$ cat src/hw/rtl/vdg_pkg.sv
// vdg_pkg: shared constants and helpers for the volume divergence block
// no dependencies
`timescale 1ns / 1ps

package vdg_pkg;

    // default limits of the volume
    localparam int unsigned DEF_MAX_SIZE_X = 128;
    localparam int unsigned DEF_MAX_SIZE_Y = 128;
    localparam int unsigned DEF_MAX_SIZE_Z = 1024;
    localparam int unsigned DEF_SAMPLE_BITS = 16;

    // field widths fixed by the interface
    localparam int unsigned DIV_BITS = 20;
    localparam int unsigned IDX_BITS = 24;
    localparam int unsigned CFG_IDX_BITS = 2;
    localparam int unsigned CFG_DATA_BITS = 11;

    // register indexes
    localparam logic [CFG_IDX_BITS-1:0] REG_SIZE_X = 2'd0;
    localparam logic [CFG_IDX_BITS-1:0] REG_SIZE_Y = 2'd1;
    localparam logic [CFG_IDX_BITS-1:0] REG_SIZE_Z = 2'd2;

    // request kinds
    localparam logic REQ_SAMPLE = 1'b0;
    localparam logic REQ_FLUSH  = 1'b1;

    // cycles the derived sizes need after a register write
    localparam logic [1:0] CFG_SETTLE = 2'd3;

    // job queue depth
    localparam int unsigned Q_DEPTH = 4;

    // clamp a size register to [1, mx]
    function automatic logic [12:0] clamp_size(logic [10:0] v, logic [12:0] mx);
        logic [12:0] w;
        w = {2'b00, v};
        if (v == 11'd0) return 13'd1;
        if (w > mx) return mx;
        return w;
    endfunction

    // {plus neighbour valid, minus neighbour valid, interior} for position p of n
    function automatic logic [2:0] border_flags(logic [12:0] p, logic [12:0] n);
        logic f_in, f_lo, f_hi;
        f_in = (p != 13'd0) && ((p + 13'd1) < n);
        f_lo = (p >= 13'd2);
        f_hi = ((p + 13'd2) < n);
        return {f_hi, f_lo, f_in};
    endfunction

endpackage

$ cat src/hw/rtl/vdg_queue.sv
// vdg_queue: small register fifo between front and back
// depends on vdg_pkg for the depth
`timescale 1ns / 1ps

module vdg_queue import vdg_pkg::*; #(
    parameter int unsigned WIDTH = 8
) (
    input  logic             i_clk,
    input  logic             i_rst_n,
    input  logic             i_push,
    input  logic [WIDTH-1:0] i_data,
    output logic             o_full,
    input  logic             i_pop,
    output logic             o_valid,
    output logic [WIDTH-1:0] o_data
);

    localparam int unsigned PW = $clog2(Q_DEPTH);

    logic [WIDTH-1:0] r_slot [0:Q_DEPTH-1];
    logic [PW-1:0]    r_wr_ptr, r_rd_ptr;
    logic [PW:0]      r_count;
    logic             w_push, w_pop;

    assign o_full  = (r_count == (PW+1)'(Q_DEPTH));
    assign o_valid = (r_count != '0);
    assign o_data  = r_slot[r_rd_ptr];
    assign w_push  = i_push && !o_full;
    assign w_pop   = i_pop && o_valid;

    always_ff @(posedge i_clk) begin
        if (w_push) begin
            r_slot[r_wr_ptr] <= i_data;
        end
    end

    always_ff @(posedge i_clk) begin
        if (!i_rst_n) begin
            r_wr_ptr <= '0;
            r_rd_ptr <= '0;
            r_count  <= '0;
        end else begin
            if (w_push) r_wr_ptr <= r_wr_ptr + PW'(1);
            if (w_pop)  r_rd_ptr <= r_rd_ptr + PW'(1);
            case ({w_push, w_pop})
                2'b10:   r_count <= r_count + (PW+1)'(1);
                2'b01:   r_count <= r_count - (PW+1)'(1);
                default: r_count <= r_count;
            endcase
        end
    end

endmodule

$ cat config.mk
export PLATFORM = sky130hd
export DESIGN_NAME = vdg_queue
export DESIGN_NICKNAME = d
export VERILOG_FILES = /design/src/hw/rtl/vdg_pkg.sv /design/src/hw/rtl/vdg_queue.sv
export SDC_FILE = /design/constraint.sdc
export NUM_CORES = 1
export LEC_CHECK = 0
export BUFFER_PORTS_ARGS = -buffer_cell sky130_fd_sc_hd__buf_2
export CORE_ASPECT_RATIO = 0.9
export CORE_MARGIN = 2
export CORE_UTILIZATION = 48
export DETAILED_ROUTE_END_ITERATION = 8
export PLACE_DENSITY = 0.74
export SYNTH_ARGS = -nofsm -noshare
export SYNTH_HDL_FRONTEND = slang
export SYNTH_SLANG_ARGS = --single-unit
$ cat constraint.sdc
create_clock -name i_clk -period 3.35 [get_ports i_clk]
set_input_delay 0.1675 -clock i_clk [delete_from_list [all_inputs] [get_ports i_clk]]
set_output_delay 0.1675 -clock i_clk [all_outputs]
set_load 0.005 [all_outputs]
==> reports/results.txt, run 1 <==
Clock sink count -> 41
Count of cell types in the netlist -> 24
Fillcell total -> 290
CTS tree -> done
Chip height -> 59.8 microns
Flops & latches, synth -> 41
Share of layout cells above drive strength 1 -> 37.8%
Clock-pin slew on the worst setup and hold paths -> 70 ps
Mean Syn Cell Area -> 17.7 sq um
Area of the multi-input gates -> 474 sq um
Worst setup SP type -> flop
First-pass GRT wire length -> 3880 microns
Num CTS Buffers -> 5
Min Clock Period, post-route -> 2160 ps
Maxcap violations -> 0
DR WL/cell -> 14.7 microns
Dominant synthesized flop cell -> edfxtp_1
Fmax -> 0.464 GHz
Initial DRC Count -> 21
Crit path capture type -> flop
Die area -> 0.00395 sq mm
Max Root-Sink Buffers -> 2
Buffer count from post-CTS setup fixing -> 0
Port Buffers -> 21
Antenna diodes -> 0
Initial antenna violation count -> 0
CTS root buffer -> clkbuf_8
RSZ-0062 raised after global routing -> no
# setup viols final -> 0
Fin. max-slew vios -> 0
Post-route insts no fill -> 163
Leakage -> 0.000694 uW
Vias in the first global route -> 828
H-tree depth -> 2
Post-Syn Nets -> 112
Post-Syn Instances -> 94
Post-route ant nets -> 0
Clk_skew -> 5.73 ps
Die W -> 66.0 microns
Area grow syn2layout -> 16.3%
GPL Wtd Cong -> 0.714
Most common cell after layout, fill and taps aside -> edfxtp_1
Residual DRC -> 0
Post-cts gate resize count -> 0
Sequential fraction of the synthesis area -> 68.7%
DR vias -> 819
Overall routed net length -> 2400 microns
Total GRT Usage -> 14.7%
Vias per std cell -> 5.02
Rows -> 20
Tightest Hold Check Type -> in2reg
Highest-count cells in the layout ignoring fill and taps -> edfxtp_1, buf_2, dfxtp_1
Setup tns final -> 0 ps
Slew margin rel. -> 64.2%
Reg area -> 0.00114 sq mm
Asr flop ratio synth -> 0%
Worst EP arrival -> 2370 ps
Final WS setup -> 1190 ps
Post-Place Cells -> 155
Dpl ws -> 1170 ps
Worst-path fanout max -> 7
First drt pass iteration count -> 3
CTS Hold Bufs -> 0
Pin count of the biggest net entering global routing -> 14
Fin nets -> 136
Starting density of the core -> 49.6%
# IOs -> 22
Status -> finished clean
Cell Area, Synth -> 0.00166 sq mm
Crit Path Class -> reg2reg
Number of enable flip-flop cells after synthesis -> 32
Clk_lat worst skew -> 290 ps
Worst Path Required -> 3570 ps
Core footprint -> 0.00335 sq mm
Pwr dens -> 749 mW/mm^2
YS warnings -> 0
Fin. Hold Viols -> 0
Worst vdd ir -> 0.297 mV
Fin crit share -> 64.4%
Hpwl dp -> 1760 microns
Least-Margin Pin Slew -> 536 ps
Total grt overflow -> 0
cell families after synthesis:
logic type                 count (synthesis)  share of synthesized area (%)
DFF                                       41                           68.7
muxes                                     10                           12.0
AOI/OAI and AO/OA                          5                           2.64
and+or+nand+nor                           18                           6.78
xor gates and xnor gates                   4                           2.11
buffers and inverters                     10                           2.79
adders and majority gates                  6                           4.97
stage by stage:
step / total power, uW / instance area, sq um / hold WS [ps] / utilization, %
after floorplan: 909 / 1660 / 266 / -
after global placement: 999 / 1800 / 378 / 53.6
after detailed placement: 1020 / 1800 / 384 / 53.6
after CTS: 1460 / 1930 / 89.2 / 57.6
after global routing: 1520 / 1930 / 83.5 / 57.6
final: 1450 / 1930 / 90.2 / 57.6
critical path, cell delays in order (launching register included):
cell and delay (ps):
dfxtp_1 420, nor3b_2 210, nor2b_1 140, inv_1 80, ha_1 180, inv_1 60, fa_1 380, xor2_1 160
or3_1 290, a21boi_0 160
where the power goes:
group	total, uW	switching [uW]	internal (uW)
sequential	691	70.5	621
combinational	302	122	180
clock	454	158	296
area by class of cell:
type / count / area share [%]
Timing Repair Buffer: 21 / 5.44
Sequential cell: 41 / 59.1
Clock buffer: 5 / 3.56
Tap cell: 44 / 2.85
Multi-Input combinational cell: 43 / 24.5
Clock inverter: 3 / 3.37
Inverter: 6 / 1.17
metal layers:
| layer | track usage [%] | vias to the layer above | wire length, microns |
|---|---|---|---|
| met4 | 9.62 | 0 | 63 |
| met2 | 24.8 | 15 | 1270 |
| met5 | 0 | - | 0 |
| met1 | 16.3 | 404 | 971 |
| met3 | 4.52 | 6 | 94 |
| li1 | - | 394 | - |
state kept, by name, indices dropped and copies added, names as in the netlist, named ones only:
register and cells:
r_rd_ptr 2, r_slot 32, r_wr_ptr 2, r_count 3
Yosys cell counts (all sizes together), types with 2 or more instances:
cell type / count / area [sq um]
buf: 3 / 20.0
nand2: 5 / 18.8
xnor2: 3 / 26.3
and2: 7 / 48.8
ha: 5 / 62.6
mux2i: 2 / 20.0
mux4: 8 / 180
edfxtp: 32 / 961
dfxtp: 9 / 180
o21ai: 2 / 10.0
or3: 2 / 13.8
inv: 6 / 22.5
nor2b: 3 / 18.8
worst paths after layout:
path	startpoint	to	slack, ps	cells past startpoint
worst min register to register	r_wr_ptr[0]$_SDFFE_PN0P_	r_wr_ptr[0]$_SDFFE_PN0P_	510	2
worst max-delay path	r_count[2]$_SDFFE_PN0P_	r_count[2]$_SDFFE_PN0P_	1190	9
worst min-delay path	i_data[1]	r_slot[0][1]$_DFFE_PP_	90	1
worst max register to register	r_count[2]$_SDFFE_PN0P_	r_count[2]$_SDFFE_PN0P_	1190	9
No activity file was read; power rests on OpenSTA's default activity.
==> run 2, diff against run 1 <==
ABC_AREA = 1   (was default)
PLACE_DENSITY = 0.77   (was 0.74)
clock period = 1.8 ns   (was 3.35 ns; I/O delays follow)
==> reports/results.txt, run 2 <==
Status -> finished clean
R2r worst-path depth -> 12 (+3)
Post-synth top area cell -> edfxtp_1
Chip height -> 60.3 microns (+0.81%)
Crit path capture type -> flop
Number of enable flip-flop cells after synthesis -> 32 (unchanged)
Buffer count from post-CTS setup fixing -> 0 (unchanged)
Fin nets -> 194 (+43%)
Synth top cells by count -> edfxtp_1, nor2_1, inv_1
Highest-count cells in the layout ignoring fill and taps -> edfxtp_1, nor2_1, buf_2
First drt pass iteration count -> 4 (+1)
Final WS setup -> 120 ps (-1070 ps)
CTS tree -> done
Fin crit share -> 93.3% (+29 points)
CTS root buffer -> clkbuf_8
# IOs -> 22 (unchanged)
Post-cts gate resize count -> 0 (unchanged)
Num CTS Buffers -> 5 (unchanged)
Flops & latches, synth -> 41 (unchanged)
Simple-Gate Fraction of Synth Area -> 11.6% (+4.8 points)
Share of layout cells above drive strength 1 -> 27.3% (-11 points)
Least-Margin Pin Slew -> 352 ps (-184 ps)
R2R setup slack -> 120 ps (-1070 ps)
Fin Hold WS -> 14.0 ps (-76.2 ps)
Die area -> 0.00401 sq mm (+1.6%)
Max Root-Sink Buffers -> 2 (unchanged)
Worst-path fanout max -> 7 (unchanged)
Post-route insts no fill -> 220 (+35%)
Most common cell after layout, fill and taps aside -> edfxtp_1
Post-Syn Instances -> 145 (+54%)
Worst setup SP type -> flop
Asr flop ratio synth -> 0% (unchanged)
Reg area -> 0.00115 sq mm (+0.55%)
Dominant synthesized flop cell -> edfxtp_1
Maxcap violations -> 0 (unchanged)
Residual DRC -> 0 (unchanged)
Die W -> 66.6 microns (+0.81%)
Critical R2R Launch -> r_count[1]$_SDFFE_PN0P_
Post-synthesis mux area share -> 0% (-12 points)
Worst EP arrival -> 1860 ps (-510 ps)
End-of-flow core utilization -> 58.9% (+1.3 points)
CP Launch Point -> r_count[1]$_SDFFE_PN0P_
Reg with most FFs -> r_slot
Tightest Hold Check Type -> in2reg
Dpl ws -> 34.9 ps (-1140 ps)
Total GRT Usage -> 16.7% (+2.0 points)
Cell Area, Synth -> 0.00169 sq mm (+1.7%)
Clock-pin slew on the worst setup and hold paths -> 70 ps (about the same)
Leakage -> 0.000794 uW (+14%)
Setup crit end -> r_count[2]$_SDFFE_PN0P_
DR vias -> 1125 (+37%)
Fin. max-slew vios -> 0 (unchanged)
Yosys top cell area share -> 56.8% (-0.98 points)
RR Endpoint -> r_count[2]$_SDFFE_PN0P_
Pwr dens -> 1330 mW/mm^2 (+78%)
YS warnings -> 0 (unchanged)
Combinational family with the most area after synthesis -> simple AND/OR/NAND/NOR gates
Crit Path Class -> reg2reg
Post-Syn Nets -> 163 (+46%)
Post-Place Cells -> 213 (+37%)
Sequential fraction of the synthesis area -> 67.5% (-1.2 points)
Area of the multi-input gates -> 470 sq um (-0.79%)
Initial antenna violation count -> 0 (unchanged)
Largest register FFs -> 32 (unchanged)
Fillcell total -> 271 (-6.6%)
Overall routed net length -> 2960 microns (+24%)
Mean Syn Cell Area -> 11.7 sq um (-34%)
Top flop regs -> r_slot x32, r_count x3
Count leader, synth -> edfxtp_1
Worst vdd ir -> 0.597 mV (+100%)
Starting density of the core -> 50.0% (+0.48 points)
Fin. Hold Viols -> 0 (unchanged)
Clk_lat worst skew -> 290 ps (about the same)
Clk_skew -> 3.92 ps (-1.81 ps)
CTS Hold Bufs -> 0 (unchanged)
DR WL/cell -> 13.5 microns (-8.5%)
Post-synthesis compound-gate area fraction -> 10.4% (+7.8 points)
Post-route ant nets -> 0 (unchanged)
Area grow syn2layout -> 17.8%
Slew margin rel. -> 76.5% (+12 points)
Synth Area in Adders -> 4.89% (-0.085 points)
Min Clock Period, post-route -> 1680 ps (-477 ps)
Port Buffers -> 21 (unchanged)
Pin count of the biggest net entering global routing -> 17 (+3)
Count of cell types in the netlist -> 18 (-25%)
Xor/xnor share of the synthesized area -> 0% (-2.1 points)
# setup viols final -> 0 (unchanged)
Vias in the first global route -> 1099 (+33%)
Antenna diodes -> 0 (unchanged)
GPL Wtd Cong -> 0.727 (+1.9%)
H-tree depth -> 2 (unchanged)
Hpwl dp -> 2020 microns (+14%)
Largest cells by area after synthesis -> edfxtp_1, dfxtp_1, nor2_1
Vias per std cell -> 5.11 (+1.8%)
Fmax -> 0.595 GHz (+28%)
Rows -> 20 (unchanged)
Total grt overflow -> 0 (unchanged)
Initial DRC Count -> 50 (+140%)
Clock sink count -> 41 (unchanged)
Worst Path Required -> 1980 ps (-1590 ps)
Core footprint -> 0.00338 sq mm (+0.75%)
First-pass GRT wire length -> 4690 microns (+21%)
-- run 2: cell families (layout without fill, tap and decap cells) --
group                      Yosys count  after routing
DFF                                 41             41
adders and majority gates            6              6
and+or+nand+nor                     46             46
AOI/OAI and AO/OA                   31             31
buffers and inverters               21             52
-- run 2: worst min path at each step --
stage                    from                endpoint  slack, ps  cells after the start
global route        i_data[0]  r_slot[1][0]$_DFFE_PP_         10                      1
finish              i_data[5]  r_slot[0][5]$_DFFE_PP_         10                      1
floorplan           i_data[0]  r_slot[0][0]$_DFFE_PP_        190                      0
global placement    i_data[0]  r_slot[3][0]$_DFFE_PP_        300                      1
CTS                 i_data[0]  r_slot[1][0]$_DFFE_PP_          5                      1
detailed placement  i_data[0]  r_slot[3][0]$_DFFE_PP_        310                      1
-- run 2: power breakdown --
group / internal (uW) / leakage (uW) / switching [uW]
Clock: 403 / 0.0000540 / 289
Sequential: 1150 / 0.000369 / 92.4
Combinational: 286 / 0.000371 / 432
-- run 2: layout make-up --
type,instances,share of cell area (%)
clock buffers,5,3.46
clock inverters,2,1.76
inverters,19,3.58
multi-input cells,83,23.6
flip-flops and latches,41,57.6
well taps,44,2.77
repair buffers,26,7.17
-- run 2: per-stage QoR --
stage	power [uW]	TNS (ps)	area [sq um]
after CTS	2620	0	1970
after global placement	1890	0	1870
final	2650	0	1990
after global routing	2810	-6.22	1990
after detailed placement	1930	0	1870
after floorplan	1700	0	1690
-- run 2: routing by layer --
layer	track usage [%]	vias up	wire, microns
met5	0	-	0
met4	8.75	0	58
met1	18.4	537	1220
met2	30.1	24	1570
li1	-	557	-
met3	3.95	7	105
-- run 2: critical path, cell delays in order, from the launching register on --
cell and delay (ps):
dfxtp_4 360, nor2_4 120, nand2_4 80, nand2_4 100
ha_1 170, inv_1 70, fa_2 340, inv_1 70
nand2_1 50, nand3_1 80, nand2_1 50, nand2_1 50
nor2_1 40
