**config.mk**
```make
export PLATFORM = sky130hd
export DESIGN_NAME = vdg_front
export DESIGN_NICKNAME = d
export VERILOG_FILES = /design/src/hw/rtl/vdg_pkg.sv /design/src/hw/rtl/vdg_front.sv
export SDC_FILE = /design/constraint.sdc
export NUM_CORES = 1
export LEC_CHECK = 0
export BUFFER_PORTS_ARGS = -buffer_cell sky130_fd_sc_hd__buf_4
export CAP_MARGIN = 20
export CORE_MARGIN = 8
export CORE_UTILIZATION = 55
export CTS_BUF_LIST = sky130_fd_sc_hd__clkbuf_16
export DETAILED_ROUTE_END_ITERATION = 12
export PLACE_DENSITY = 0.74
export SLEW_MARGIN = 30
export SYNTH_ARGS = -nofsm -noshare
export SYNTH_HDL_FRONTEND = slang
export SYNTH_SLANG_ARGS = --single-unit
```
**constraint.sdc**
```tcl
create_clock -name i_clk -period 9 [get_ports i_clk]
set_input_delay 0.9 -clock i_clk [delete_from_list [all_inputs] [get_ports i_clk]]
set_output_delay 0.9 -clock i_clk [all_outputs]
set_load 0.03 [all_outputs]
```
**src/hw/rtl/vdg_pkg.sv**
```systemverilog
// vdg_pkg: shared constants and helpers for the volume divergence block
// no dependencies
`timescale 1ns / 1ps

package vdg_pkg;

    // default limits of the volume
    localparam int unsigned DEF_MAX_SIZE_X = 128;
    localparam int unsigned DEF_MAX_SIZE_Y = 128;
    localparam int unsigned DEF_MAX_SIZE_Z = 1024;
    localparam int unsigned DEF_SAMPLE_BITS = 16;

    // field widths fixed by the interface
    localparam int unsigned DIV_BITS = 20;
    localparam int unsigned IDX_BITS = 24;
    localparam int unsigned CFG_IDX_BITS = 2;
    localparam int unsigned CFG_DATA_BITS = 11;

    // register indexes
    localparam logic [CFG_IDX_BITS-1:0] REG_SIZE_X = 2'd0;
    localparam logic [CFG_IDX_BITS-1:0] REG_SIZE_Y = 2'd1;
    localparam logic [CFG_IDX_BITS-1:0] REG_SIZE_Z = 2'd2;

    // request kinds
    localparam logic REQ_SAMPLE = 1'b0;
    localparam logic REQ_FLUSH  = 1'b1;

    // cycles the derived sizes need after a register write
    localparam logic [1:0] CFG_SETTLE = 2'd3;

    // job queue depth
    localparam int unsigned Q_DEPTH = 4;

    // clamp a size register to [1, mx]
    function automatic logic [12:0] clamp_size(logic [10:0] v, logic [12:0] mx);
        logic [12:0] w;
        w = {2'b00, v};
        if (v == 11'd0) return 13'd1;
        if (w > mx) return mx;
        return w;
    endfunction

    // {plus neighbour valid, minus neighbour valid, interior} for position p of n
    function automatic logic [2:0] border_flags(logic [12:0] p, logic [12:0] n);
        logic f_in, f_lo, f_hi;
        f_in = (p != 13'd0) && ((p + 13'd1) < n);
        f_lo = (p >= 13'd2);
        f_hi = ((p + 13'd2) < n);
        return {f_hi, f_lo, f_in};
    endfunction

endpackage

```
**src/hw/rtl/vdg_front.sv**
```systemverilog
// vdg_front: size registers, ring write, emission decision and job issue
// depends on vdg_pkg
`timescale 1ns / 1ps

module vdg_front import vdg_pkg::*; #(
    parameter int unsigned MAX_SIZE_X  = DEF_MAX_SIZE_X,
    parameter int unsigned MAX_SIZE_Y  = DEF_MAX_SIZE_Y,
    parameter int unsigned MAX_SIZE_Z  = DEF_MAX_SIZE_Z,
    parameter int unsigned SAMPLE_BITS = DEF_SAMPLE_BITS,
    localparam int unsigned RING = 5 * MAX_SIZE_X * MAX_SIZE_Y,
    localparam int unsigned AW   = $clog2(RING),
    localparam int unsigned JW   = IDX_BITS + 1 + 9 + AW
) (
    input  logic                     i_clk,
    input  logic                     i_rst_n,
    input  logic                     i_cfg_valid,
    output logic                     o_cfg_ready,
    input  logic [CFG_IDX_BITS-1:0]  i_cfg_index,
    input  logic [CFG_DATA_BITS-1:0] i_cfg_data,
    input  logic                     i_valid,
    output logic                     o_ready,
    input  logic                     i_req_type,
    input  logic [SAMPLE_BITS-1:0]   i_sample,
    input  logic                     i_q_full,
    output logic                     o_push,
    output logic [JW-1:0]            o_job,
    output logic                     o_wr_en,
    output logic [AW-1:0]            o_wr_addr,
    output logic [SAMPLE_BITS-1:0]   o_wr_data,
    output logic [AW-1:0]            o_stride_y,
    output logic [AW-1:0]            o_stride_z
);

    localparam int unsigned VOLMAX = MAX_SIZE_X * MAX_SIZE_Y * MAX_SIZE_Z;
    localparam int unsigned CW  = $clog2(RING + VOLMAX + 1);
    localparam int unsigned XW  = $clog2(MAX_SIZE_X + 1);
    localparam int unsigned YW  = $clog2(MAX_SIZE_Y + 1);
    localparam int unsigned ZW  = $clog2(MAX_SIZE_Z + 1);
    localparam int unsigned PLW = $clog2(MAX_SIZE_X * MAX_SIZE_Y + 1);

    logic [7:0]   r_size_x, r_size_y;
    logic [10:0]  r_size_z;
    logic [1:0]   r_hold;
    logic [XW-1:0] w_sx;
    logic [YW-1:0] w_sy;
    logic [ZW-1:0] w_sz;
    logic [XW+YW-1:0] w_plane;
    logic [PLW-1:0]   r_plane;
    logic [PLW+ZW-1:0] w_vol;
    logic [CW-1:0]    r_vol_m1;
    logic [AW-1:0]    r_two_plane;

    logic [CW-1:0] r_pend, n_pend;
    logic [CW-1:0] r_k;
    logic [XW-1:0] r_x;
    logic [YW-1:0] r_y;
    logic [ZW-1:0] r_z;
    logic [AW-1:0] r_wp, n_wp;
    logic [CW-1:0] w_diff;
    logic [AW-1:0] w_center;
    logic          w_accept, w_store, w_fire, w_cfg_hit, w_last;
    logic [2:0]    w_fx, w_fy, w_fz;

    assign w_sx = XW'(clamp_size({3'b000, r_size_x}, 13'(MAX_SIZE_X)));
    assign w_sy = YW'(clamp_size({3'b000, r_size_y}, 13'(MAX_SIZE_Y)));
    assign w_sz = ZW'(clamp_size(r_size_z, 13'(MAX_SIZE_Z)));
    assign w_plane = w_sx * w_sy;
    assign w_vol   = r_plane * w_sz;

    assign o_cfg_ready = 1'b1;
    assign w_cfg_hit = i_cfg_valid && (i_cfg_index == REG_SIZE_X ||
                       i_cfg_index == REG_SIZE_Y || i_cfg_index == REG_SIZE_Z);

    assign o_ready  = (r_hold == 2'd0) && !i_q_full;
    assign w_accept = i_valid && o_ready;
    assign w_store  = w_accept && (i_req_type == REQ_SAMPLE);

    always_comb begin
        n_wp   = r_wp;
        n_pend = r_pend;
        if (w_store) begin
            n_wp = (r_wp == AW'(RING - 1)) ? '0 : r_wp + AW'(1);
            if (r_pend < CW'(RING)) n_pend = r_pend + CW'(1);
        end
    end

    // ready once the look-ahead (two planes, or the volume end) is in
    assign w_fire = w_accept && ((n_pend > CW'(r_two_plane)) ||
                                 (n_pend > (r_vol_m1 - r_k)));
    assign w_last = (r_k == r_vol_m1);

    assign w_diff   = CW'(n_wp) - n_pend;
    assign w_center = (CW'(n_wp) >= n_pend) ? AW'(w_diff) : AW'(w_diff + CW'(RING));

    assign w_fx = border_flags(13'(r_x), 13'(w_sx));
    assign w_fy = border_flags(13'(r_y), 13'(w_sy));
    assign w_fz = border_flags(13'(r_z), 13'(w_sz));

    assign o_push    = w_fire;
    assign o_job     = {IDX_BITS'(r_k), w_last, w_fz, w_fy, w_fx, w_center};
    assign o_wr_en   = w_store;
    assign o_wr_addr = r_wp;
    assign o_wr_data = i_sample;
    assign o_stride_y = AW'({w_sx, 1'b0});
    assign o_stride_z = r_two_plane;

    always_ff @(posedge i_clk) begin
        r_plane     <= PLW'(w_plane);
        r_vol_m1    <= CW'(w_vol) - CW'(1);
        r_two_plane <= AW'({r_plane, 1'b0});
    end

    always_ff @(posedge i_clk) begin
        if (!i_rst_n) begin
            r_size_x <= 8'd128;
            r_size_y <= 8'd128;
            r_size_z <= 11'd1024;
            r_hold   <= CFG_SETTLE;
            r_pend   <= '0;
            r_k      <= '0;
            r_x      <= '0;
            r_y      <= '0;
            r_z      <= '0;
            r_wp     <= '0;
        end else begin
            r_wp <= n_wp;
            if (r_hold != 2'd0) r_hold <= r_hold - 2'd1;
            if (w_cfg_hit) begin
                unique case (i_cfg_index)
                    REG_SIZE_X: r_size_x <= i_cfg_data[7:0];
                    REG_SIZE_Y: r_size_y <= i_cfg_data[7:0];
                    REG_SIZE_Z: r_size_z <= i_cfg_data;
                    default:    r_size_z <= r_size_z;
                endcase
                r_hold <= CFG_SETTLE;
                r_pend <= '0;
                r_k    <= '0;
                r_x    <= '0;
                r_y    <= '0;
                r_z    <= '0;
            end else if (w_fire) begin
                r_pend <= n_pend - CW'(1);
                if (w_last) begin
                    r_k <= '0;
                    r_x <= '0;
                    r_y <= '0;
                    r_z <= '0;
                end else begin
                    r_k <= r_k + CW'(1);
                    if ((r_x + XW'(1)) == w_sx) begin
                        r_x <= '0;
                        if ((r_y + YW'(1)) == w_sy) begin
                            r_y <= '0;
                            r_z <= r_z + ZW'(1);
                        end else begin
                            r_y <= r_y + YW'(1);
                        end
                    end else begin
                        r_x <= r_x + XW'(1);
                    end
                end
            end else begin
                r_pend <= n_pend;
            end
        end
    end

`ifndef SYNTHESIS
    a_pend_bound: assert property (@(posedge i_clk) disable iff (!i_rst_n)
        r_pend <= CW'(RING)) else $error("pending count beyond ring size");
    a_push_room: assert property (@(posedge i_clk) disable iff (!i_rst_n)
        o_push |-> !i_q_full) else $error("job issued into a full queue");
    a_cfg_hold: assert property (@(posedge i_clk) disable iff (!i_rst_n)
        w_cfg_hit |=> !o_ready) else $error("input taken before sizes settled");
    a_k_bound: assert property (@(posedge i_clk) disable iff (!i_rst_n)
        (r_hold == 2'd0) |-> (r_k <= r_vol_m1)) else $error("voxel index past volume");
`endif

endmodule

```
==> out/results.tsv <==
metric	value	unit
result of the run	finished, final reports clean	
synthesized area per cell	8.17	sq um
endpoint of the worst-slack reg-to-reg timing path	r_vol_m1[24]	
I/O pin count	157	
area added between synthesis and finish	7.16	%
Cell Pwr Density	84.6	nW/um^2
number of max-slew violations in the final report	0	
period utilisation layout	0.854	
Critical Path RT	8.10	ns
CTS tree	built	
kind of capture point of the worst setup path	output port	
top cell type by total area after synthesis	sky130_fd_sc_hd__dfxtp_1	
leading cell types by total area after synthesis	sky130_fd_sc_hd__dfxtp_1 18%, sky130_fd_sc_hd__fa_1 16%, sky130_fd_sc_hd__ha_1 16%	
Buf/Inv on CP	3	
final critical delay including setup and external delays	7.68	ns
number of nets in the finished design	2914	
buffers from clock root to sink, at most	2	
wire length after detailed routing	52700	um
insertion delay to the later sink of the worst-skew pair	0.46	ns
last weighted congestion value of the routability-driven placer	0.968	
Least-Margin Pin Slew	0.901	ns
Setup Buffers After CTS	0	
per-cell via count in the routed design	5.68	
total via count after detailed routing	16700	
Critical-path top delay cell	sky130_fd_sc_hd__nand2_1	
count of cells along the worst register-to-register path	20	
Mapped Cells	2453	
cell-by-cell listing of the critical path	ha_1 > inv_1 > fa_1 > a21o_1 > a21o_1 > a211oi_1 > o21bai_1 > a2111oi_0 > o31ai_1 > a31o_2 > a21oi_1 > xor2_1 > ha_1 > a21o_1 > a21o_1 > a221o_1 > a211oi_1 > o2111ai_1 > nand2_1 > inv_1 > buf_4	
starting density of the core	0.552	
fraction of layout instances using a drive strength above 1	0.0746	
number of diodes	0	
register-to-register setup slack	2.34	ns
number of port buffers	112	
maximum level of the CTS H-tree	4	
number of violations reported at the end of detailed-routing iteration 0	1145	
number of fill cells in the layout	3267	
placed wire-length estimate after detailed placement	42300	um
Min-Delay Path Class	flop to flop	
top flip-flop cell by instance count after synthesis	sky130_fd_sc_hd__dfxtp_1	
number of nets with antenna violations after detailed routing	0	
r2r startpoint	r_size_z[10]	
Core Area	36300	sq um
sequential fraction of the synthesis area	0.178	
number of rows in the core area	70	
kind of start point of the critical path	flop	
DRT Pass-1 Iters	7	
number of library cell types mapped by synthesis	70	
standby leakage power	10.2	nW
Max VDD drop	0.149	mV
number of DRC violations after detailed routing	0	
end-of-flow core utilization	0.592	
worst stage delay on the critical path	0.66	ns
area of the die	42800	sq um
unrepaired setup endpoints after global routing	no	
antenna violations before repair	1	
Critical Path Fanout Max	15	
flip-flop and latch count after synthesis	178	
number of warning messages in the yosys log	0	
number of sinks on the clock net	178	
Post-Route Skew	0.0158	ns
top cells by count, synth	355 x sky130_fd_sc_hd__inv_1, 262 x sky130_fd_sc_hd__nand2_1, 251 x sky130_fd_sc_hd__ha_1	
wire length of the first global-routing pass	86500	um
mapped cell area	20000	sq um
number of maximum-capacitance violations	0	
launching element of the worst setup path	r_k[0]	
via count of the first global-routing pass	17400	
cell repeated most along the worst path	sky130_fd_sc_hd__a21o_1	
family with the most delay on the worst path	compound AO/OA/AOI/OAI gates	
Max Freq	0.130	GHz
maximum number of pins on one net before global-route repair	49	
hold violation count in the final report	0	
clock slew at the register clock pins of the worst setup and hold paths	0.07	ns
total routing usage reported by global routing	0.254	
Setup Viol. Count Final	0	
most common cell in the netlist	sky130_fd_sc_hd__inv_1	
ys async rst share	0	
die boundary width	207	um
number of buffers created by CTS	17	
Critical path destination	o_push	
arrival time worst endpoint	6.78	ns
Resized Gates After CTS	0	
critical setup path kind	flop to output port	
post-route setup TNS	0	ns
path length in cells of the critical path	21	
Die H	207	um
global-route congestion overflow total	0	
WL/cell	17.9	um
top-area cell type share of the netlist area	0.178	
number of enable-type register cells in the synthesized netlist	0	
hold buffers post-CTS	0	
Max-slew headroom	0.394	
CTS root buffer	sky130_fd_sc_hd__clkbuf_16	
-- how the worst min path moves through the flow --
stage,endpoint,cells past startpoint,startpoint
floorplan,o_stride_z[10],0,r_plane[9]
global placement,r_hold[0],2,r_hold[0]
detailed placement,r_hold[0],2,r_hold[0]
CTS,r_hold[0],2,r_hold[0]
global route,r_z[6],2,r_z[6]
finish,r_hold[0],2,r_hold[0]
-- registers in the layout, indices dropped and copies added, names as in the netlist --
| name | flops |
|---|---|
| r_k | 25 |
| r_size_z | 11 |
| r_z | 11 |
| o_stride_z | 15 |
| r_size_x | 8 |
| r_pend | 25 |
| r_plane | 15 |
| r_size_y | 8 |
| r_hold | 2 |
| r_vol_m1 | 25 |
| r_x | 8 |
| r_y | 8 |
| o_wr_addr | 17 |
-- final cells by class --
cell class / count / area [sq um] / share of cell area
sequential: 178 / 3560 / 0.166
multi-input combinational: 1789 / 14400 / 0.673
inverter: 355 / 1330 / 0.0621
tap: 468 / 586 / 0.0273
timing repair buffer: 126 / 946 / 0.0441
clock inverter: 15 / 175 / 0.00816
clock buffer: 17 / 425 / 0.0198
-- through the flow --
stage                     power (mW)  hold WS (ns)  std cells  cell area [sq um]  worst slack, ns
after global placement          1.04         0.469       2916              20900             2.09
final                           1.82         0.502       2948              21500             1.32
after detailed placement        1.05         0.478       2916              20900             1.82
after floorplan                 1.00         0.342       2463              20100             2.76
after global routing            1.89         0.564       2948              21500            0.827
after CTS                       1.82         0.513       2948              21500             1.33
-- layer usage --
| metal | routed length (um) | track usage | vias to the layer above |
|---|---|---|---|
| li1 | - | - | 8011 |
| met2 | 25500 | 0.447 | 538 |
| met1 | 21800 | 0.305 | 8071 |
| met5 | 11 | 0 | - |
| met4 | 1900 | 0.106 | 2 |
| met3 | 3400 | 0.0435 | 113 |
-- report_power, final --
part	leakage [nW]	switching, mW	total (mW)	internal [mW]
Sequential	1.44	0.0191	0.822	0.802
Combinational	8.51	0.129	0.213	0.0842
Clock	0.293	0.363	0.781	0.418
-- cells in the final DEF, fill, tap and decap left out, drive strengths merged, types with 10 or more instances in the layout --
cell type and instances:
a21oi 106, nand4 46, nor4 28, a21o 46, nand3 70, nor2 171, nor3 44, nand2b 16
buf 126, xnor2 127, ha 251, a211oi 11, o21ai 63, o31ai 10, o21a 14, clkbuf 17
nand2 262, and2 67, dfxtp 178, nor2b 61, fa 161, conb 12, and3 25, inv 362
mux2i 24, xor2 49
-- worst register-to-register path, cell delays in order, from the launching register on --
cell and delay, ns:
sky130_fd_sc_hd__dfxtp_1 0.45, sky130_fd_sc_hd__nor2b_2 0.58, sky130_fd_sc_hd__nand2_1 0.18, sky130_fd_sc_hd__fa_1 0.54
sky130_fd_sc_hd__fa_1 0.52, sky130_fd_sc_hd__inv_1 0.06, sky130_fd_sc_hd__fa_1 0.46, sky130_fd_sc_hd__fa_1 0.54
sky130_fd_sc_hd__inv_1 0.05, sky130_fd_sc_hd__fa_1 0.52, sky130_fd_sc_hd__inv_1 0.05, sky130_fd_sc_hd__ha_1 0.34
sky130_fd_sc_hd__a2111oi_0 0.43, sky130_fd_sc_hd__o211ai_1 0.22, sky130_fd_sc_hd__nand2_1 0.10, sky130_fd_sc_hd__o21ai_0 0.12
sky130_fd_sc_hd__o41a_1 0.38, sky130_fd_sc_hd__a211oi_1 0.50, sky130_fd_sc_hd__nor3b_1 0.11, sky130_fd_sc_hd__a211oi_1 0.28
sky130_fd_sc_hd__xnor2_1 0.10
-- cell families (layout without fill, tap and decap cells) --
kind of cell               count (synthesis)  after routing  synth area share
DFF                                      178            178             0.178
and+or+nand+nor                          846            846             0.209
adders and majority gates                412            412             0.318
AOI/OAI and AO/OA                        316            316             0.100
muxes                                     27             27            0.0137
other                                      2             12          0.000375
buffers and inverters                    496            513             0.104
xor gates and xnor gates                 176            176            0.0770
Note: power is estimated with default switching activity, not from simulation.
